==> src/design/tcptt_pkg.sv <==
`timescale 1ns / 1ps
package tcptt_pkg;

  localparam int unsigned TableEntries = 64;
  localparam int unsigned IdxW = (TableEntries > 1) ? $clog2(TableEntries) : 1;
  localparam int unsigned GrpSize = 8;
  localparam int unsigned NumGrp = (TableEntries + GrpSize - 1) / GrpSize;
  localparam int unsigned CfgIdxW = 2;

  typedef enum logic [1:0] {
    OP_VERDICT = 2'd0,
    OP_INSERT  = 2'd1,
    OP_INS_DATA = 2'd2,
    OP_PROXY   = 2'd3
  } op_e;

  typedef enum logic [1:0] {
    ST_OK      = 2'd0,
    ST_NOMATCH = 2'd1,
    ST_ILLEGAL = 2'd2,
    ST_FULL    = 2'd3
  } status_e;

  typedef enum logic [CfgIdxW-1:0] {
    CFG_HTTP = 2'd0,
    CFG_FTP  = 2'd1,
    CFG_SMTP = 2'd2,
    CFG_NONE = 2'd3
  } cfg_idx_e;

  // TCP states
  localparam logic [3:0] TS_CLOSED = 4'd0;
  localparam logic [3:0] TS_LISTEN = 4'd1;
  localparam logic [3:0] TS_SYN_SENT = 4'd2;
  localparam logic [3:0] TS_SYN_RCVD = 4'd3;
  localparam logic [3:0] TS_EST = 4'd4;
  localparam logic [3:0] TS_FW1 = 4'd5;
  localparam logic [3:0] TS_FW2 = 4'd6;
  localparam logic [3:0] TS_CLOSE_WAIT = 4'd7;
  localparam logic [3:0] TS_LAST_ACK = 4'd8;
  localparam logic [3:0] TS_TIME_WAIT = 4'd9;
  localparam logic [3:0] TS_FW1_S = 4'd10;
  localparam logic [3:0] TS_FW2_S = 4'd11;
  localparam logic [3:0] TS_CLOSE_WAIT_S = 4'd12;
  localparam logic [3:0] TS_LAST_ACK_S = 4'd13;
  localparam logic [3:0] TS_TIME_WAIT_S = 4'd14;

  // flag patterns: {fin, ack, syn}
  localparam logic [2:0] PAT_SYN = 3'd1;
  localparam logic [2:0] PAT_ACK = 3'd2;
  localparam logic [2:0] PAT_SYNACK = 3'd3;
  localparam logic [2:0] PAT_FINACK = 3'd6;

  // step outcome codes
  localparam logic [1:0] STEP_ILLEGAL = 2'd0;
  localparam logic [1:0] STEP_OK = 2'd1;
  localparam logic [1:0] STEP_CLOSE = 2'd2;

  typedef struct packed {
    logic [1:0]  operation;
    logic [31:0] src_ip;
    logic [31:0] dst_ip;
    logic [15:0] src_l4_port;
    logic [15:0] dst_l4_port;
    logic        direction;
    logic        syn;
    logic        ack;
    logic        fin;
    logic        rst_req;
    logic [15:0] redir_l4_port;
  } req_t;

  typedef struct packed {
    logic       accept;
    logic [1:0] status;
  } rsp_t;

  typedef struct packed {
    logic load;
    logic match;
    logic sel1;
    logic sel2;
    logic update;
  } cmd_t;

  typedef struct packed {
    logic is_insert;
  } sts_t;

  typedef struct packed {
    logic [1:0] code;
    logic [3:0] snd;
    logic [3:0] rcv;
  } step_t;

  function automatic step_t step_states(logic [3:0] s, logic [3:0] r, logic [2:0] pat);
    step_t o;
    o.code = STEP_ILLEGAL;
    o.snd = s;
    o.rcv = r;
    if (s == TS_CLOSED && r == TS_LISTEN) begin
      if (pat == PAT_SYN) begin
        o.snd = TS_SYN_SENT; o.rcv = TS_SYN_RCVD; o.code = STEP_OK;
      end
    end else if (s == TS_SYN_SENT && r == TS_SYN_RCVD) begin
      if (pat == PAT_SYN) o.code = STEP_OK;
    end else if (s == TS_SYN_RCVD && r == TS_SYN_SENT) begin
      if (pat == PAT_SYNACK) begin
        o.rcv = TS_EST; o.code = STEP_OK;
      end
    end else if (s == TS_SYN_RCVD && r == TS_EST) begin
      if (pat == PAT_SYNACK) o.code = STEP_OK;
      else if (pat == PAT_FINACK) begin
        o.snd = TS_FW1; o.code = STEP_OK;
      end
    end else if (s == TS_EST && r == TS_SYN_RCVD) begin
      if (pat == PAT_ACK) begin
        o.rcv = TS_EST; o.code = STEP_OK;
      end
    end else if (s == TS_EST && r == TS_EST) begin
      if (pat == PAT_ACK) o.code = STEP_OK;
      else if (pat == PAT_FINACK) begin
        o.snd = TS_FW1; o.code = STEP_OK;
      end
    end else if (s == TS_FW1 && r == TS_EST) begin
      if (pat == PAT_FINACK) o.code = STEP_OK;
    end else if (s == TS_EST && r == TS_FW1) begin
      if (pat == PAT_FINACK) begin
        o.snd = TS_LAST_ACK; o.rcv = TS_TIME_WAIT; o.code = STEP_OK;
      end else if (pat == PAT_ACK) begin
        o.snd = TS_CLOSE_WAIT; o.rcv = TS_FW2; o.code = STEP_OK;
      end
    end else if (s == TS_TIME_WAIT && r == TS_LAST_ACK) begin
      if (pat == PAT_ACK) begin
        o.snd = TS_CLOSED; o.rcv = TS_CLOSED; o.code = STEP_OK;
      end
    end else if (s == TS_CLOSE_WAIT && r == TS_FW2) begin
      if (pat == PAT_FINACK) begin
        o.snd = TS_CLOSED; o.rcv = TS_CLOSED; o.code = STEP_OK;
      end
    end else if (s == TS_CLOSED && r == TS_CLOSED) begin
      if (pat == PAT_FINACK) begin
        o.snd = TS_FW1_S; o.code = STEP_OK;
      end
    end else if (s == TS_FW1_S && r == TS_CLOSED) begin
      if (pat == PAT_FINACK) o.code = STEP_OK;
    end else if (s == TS_CLOSED && r == TS_FW1_S) begin
      if (pat == PAT_FINACK) begin
        o.snd = TS_LAST_ACK_S; o.rcv = TS_TIME_WAIT_S; o.code = STEP_OK;
      end else if (pat == PAT_ACK) begin
        o.snd = TS_CLOSE_WAIT_S; o.rcv = TS_FW2_S; o.code = STEP_OK;
      end
    end else if (s == TS_TIME_WAIT_S && r == TS_LAST_ACK_S) begin
      if (pat == PAT_ACK) o.code = STEP_CLOSE;
    end else if (s == TS_CLOSE_WAIT_S && r == TS_FW2_S) begin
      if (pat == PAT_FINACK) o.code = STEP_CLOSE;
    end
    return o;
  endfunction

endpackage

==> src/design/tcptt_ctrl.sv <==
`timescale 1ns / 1ps
module tcptt_ctrl (
  input  logic            clk_i,
  input  logic            rst_ni,
  input  logic            start_i,
  input  tcptt_pkg::sts_t sts_i,
  output tcptt_pkg::cmd_t cmd_o,
  output logic            busy_o,
  output logic            done_o
);

  typedef enum logic [4:0] {
    S_IDLE  = 5'b00001,
    S_MATCH = 5'b00010,
    S_SEL1  = 5'b00100,
    S_SEL2  = 5'b01000,
    S_UPD   = 5'b10000
  } state_e;

  state_e state_q, state_d;
  logic   done_q;

  always_comb begin
    state_d = state_q;
    cmd_o = '0;
    case (state_q)
      S_IDLE: begin
        if (start_i) begin
          cmd_o.load = 1'b1;
          state_d = S_MATCH;
        end
      end
      S_MATCH: begin
        // inserts need no search
        if (sts_i.is_insert) begin
          state_d = S_UPD;
        end else begin
          cmd_o.match = 1'b1;
          state_d = S_SEL1;
        end
      end
      S_SEL1: begin
        cmd_o.sel1 = 1'b1;
        state_d = S_SEL2;
      end
      S_SEL2: begin
        cmd_o.sel2 = 1'b1;
        state_d = S_UPD;
      end
      S_UPD: begin
        cmd_o.update = 1'b1;
        state_d = S_IDLE;
      end
      default: state_d = S_IDLE;
    endcase
  end

  always_ff @(posedge clk_i or negedge rst_ni) begin
    if (!rst_ni) begin
      state_q <= S_IDLE;
      done_q <= 1'b0;
    end else begin
      state_q <= state_d;
      done_q <= cmd_o.update;
    end
  end

  assign busy_o = (state_q != S_IDLE);
  assign done_o = done_q;

endmodule

==> config.mk <==
export PLATFORM = sky130hd
export DESIGN_NAME = tcptt_ctrl
export DESIGN_NICKNAME = d
export VERILOG_FILES = /design/src/design/tcptt_pkg.sv /design/src/design/tcptt_ctrl.sv
export SDC_FILE = /design/constraint.sdc
export NUM_CORES = 1
export LEC_CHECK = 0
export ABC_CLOCK_PERIOD_IN_PS = 1300
export BUFFER_PORTS_ARGS = -buffer_cell sky130_fd_sc_hd__buf_4
export CAP_MARGIN = 20
export CORE_AREA = 5 5 42 44
export DETAILED_ROUTE_END_ITERATION = 10
export DIE_AREA = 0 0 47 49
export SETUP_SLACK_MARGIN = 0.3
export SKIP_CTS_REPAIR_TIMING = 1
export SLEW_MARGIN = 20
export SYNTH_ARGS = -nofsm -noshare
export SYNTH_HDL_FRONTEND = slang
export SYNTH_SLANG_ARGS = --single-unit
==> constraint.sdc <==
create_clock -name clk_i -period 1.3 [get_ports clk_i]
set_input_delay 0 -clock clk_i [delete_from_list [all_inputs] [get_ports clk_i]]
set_output_delay 0 -clock clk_i [all_outputs]
set_load 0.02 [all_outputs]
==> results.yml <==
place:
  post-place-ws_ps: 175
  gp_congestion: 0.739
  dp_hpwl_um: 521
  postPlaceCellArea_sq_um: 433
  io_buffers: 10
setup_path:
  required_ps: 1300
  start_kind: "register"
  critPathTopFamily: "flip-flops"
  crit_chain: "buf_4 -> buf_12 -> nor2_4 -> and3_4 -> buf_6"
  critical_path_arrival_ps: 1340
  slowest_delay_ps: 420
  critical_path_class: "register to output pin"
  r2r_start: "state_q[2]"
  rr_worst_depth: 5
  crit_slowest_cell: "dfrtp_2"
  worstPathMaxFanout: 7
  rrSetupSlack_ps: 70
  r2r_end: "state_q[0]"
  path_buf_inv: 3
  worstSetupEndpointType: "output pin"
yosys:
  postSynthCellCount: 32
  syn_area_sq_um: 334
  yosysWarnings: 0
  synth_fa_ha_area_frac: 0
  synth-simple-area-share: 0.360
  synth_cell_types: 16
  syn_avg_cell_area_sq_um: 10.4
  synth_top_family_by_area: "simple AND/OR/NAND/NOR gates"
  synth_top_area_share: 0.375
  synth_compound_area_frac: 0.0824
  yosys.area.top_type: "dfrtp_1"
  syn-num-nets: 36
  synth.area.top_cells: "dfrtp_1 (37%), and3_1 (9.4%), dfstp_2 (7.9%)"
  synth_seq_cells: 6
  ys_seq_area_frac: 0.453
  synth_xor_area_frac: 0.0262
  muxShareOfSynthArea: 0
timing:
  setup_viol: 2
  fin_ws_ps: -43.2
  fin_skew_ps: 9.37
  min_period_over_period: 1.03
  finalHoldViolations: 0
  fin_setup_tns_ps: -55.6
  relSlewSlack: 0.842
  slew_violations: 0
  timing.hold.ws_ps: 38.6
  final.min_clock_period_ps: 1340
  tightest_slew_ps: 237
  rsz0062_at_grt: "yes"
  fmax_ghz: 0.744
min_path:
  worst_hold_path.endpoint: "state_q[1]"
  hold_start: "start_i"
  min_path_cells: 3
  hp-class: "input port to register"
drt:
  drc: 0
  wl_per_cell_um: 12.4
  vias_per_cell: 4.56
  routed_wirelength_um: 866
  vias: 319
  drtPass1Iterations: 2
  ant_nets: 0
  drt-initial-drc-count: 1
clock_tree:
  htreeDepth: 1
  clk_pin_slew_worst_paths_ps: 50
  cts.sinks: 6
  root_buffer: "clkbuf_4"
  cts_max_path_buffers: 2
  cts_buffers: 3
  tritoncts: "built"
  clk_latency_ps: 260
floorplan:
  num_rows: 14
  dieArea_sq_um: 2300
  die_x_um: 47
  ios: 11
  core_sq_um: 1400
  fp.dieH_um: 49
  initial_core_util: 0.238
global_routing:
  grt_pass1_vias: 264
  antenna_found_initial: 0
  grt_usage: 0.0772
  overflow: 0
  grt_max_degree: 9
  grt_pass1_wl_um: 1200
power_and_ir_drop:
  irDropWorstVdd_mv: 1.05
  p_leak_nw: 0.289
  power_density_nw_per_um2: 1550
layout:
  nNetsFinal: 59
  syn_to_final_growth_pct: 88.4
  fin_area_sq_um: 629
  drive_above_1_share: 0.704
  diodes: 0
flow_run:
  cap_violations: 0
run_status:
  violations: "negative setup slack"
  outcome: "finished with violations"
## logic make-up (layout without fill, tap and decap cells)
kind of cell,Yosys count,in the layout
XOR/XNOR,1,1
AO/OA/AOI/OAI,3,3
AND/OR/NAND/NOR,19,19
flip-flops,6,6
buffers and inverters,3,25
## flip-flops by register name (all words and copies together) (netlist names)
name and flops:
done_o 1, state_q 5
## cell usage in the layout (no fill, tap or decap), drive strengths merged
cell	synthesis	routed
a2111oi	1	1
a21o	1	1
a21oi	1	1
and3	6	6
buf	2	19
clkbuf	0	4
dfrtp	5	5
dfstp	1	1
dlygate4sd3	0	1
inv	1	1
nand2b	1	1
nand3b	2	2
nand4b	1	1
nor2	7	7
nor3	1	1
nor4b	1	1
xor2	1	1
## area by class of cell
| type | count | area (sq um) |
|---|---|---|
| inverters | 1 | 3.75 |
| well taps | 16 | 20.0 |
| multi-input cells | 23 | 233 |
| clock buffers | 4 | 26.3 |
| repair buffers | 20 | 191 |
| flip-flops and latches | 6 | 155 |
| fillers | 136 | 772 |
## layer usage
metal	track usage	wire (um)
met1	0.0850	348
met2	0.0973	441
met3	0.0590	48
met4	0.0553	27
met5	0	0
## synth_stat cells
cell       instances
a2111oi_2          1
a21o_1             1
a21oi_1            1
and3_1             5
and3_2             1
buf_6              2
dfrtp_1            5
dfstp_2            1
inv_1              1
nand2b_1           1
nand3b_1           2
nand4b_1           1
nor2_1             7
nor3_2             1
nor4b_2            1
xor2_1             1
## stage by stage
stage	utilization	power, mW	std cells
floorplan	-	0.502	32
finish	0.449	0.973	70
detailed placement	0.309	0.605	57
CTS	0.328	0.809	61
global route	0.449	1.04	70
global placement	0.309	0.603	57
## tightest hold or removal path: cells and delay by family
kind / cells / cell delay [ps]
buffers and inverters: 2 / 140
AND/OR/NAND/NOR: 1 / 100
## power breakdown
| part | switching (mW) | total (mW) | internal (mW) |
|---|---|---|---|
| clock | 0.0749 | 0.192 | 0.117 |
| sequential | 0.0709 | 0.308 | 0.237 |
| combinational | 0.220 | 0.474 | 0.253 |
| total | 0.366 | 0.973 | 0.607 |
## worst max-delay path by stage
| stage | cells after the start | end | slack (ps) | start |
|---|---|---|---|---|
| 6_report | 5 | cmd_o[0] | -40 | state_q[2] |
| 3_5_place_dp | 2 | state_q[4] | 170 | state_q[3] |
| 4_1_cts | 4 | cmd_o[4] | -110 | state_q[3] |
| 5_1_grt | 5 | cmd_o[0] | -90 | state_q[2] |
| 3_3_place_gp | 4 | cmd_o[4] | 210 | state_q[3] |
| 2_1_floorplan | 4 | state_q[1] | 140 | state_q[3] |
Note: power is estimated with default switching activity, not from simulation.
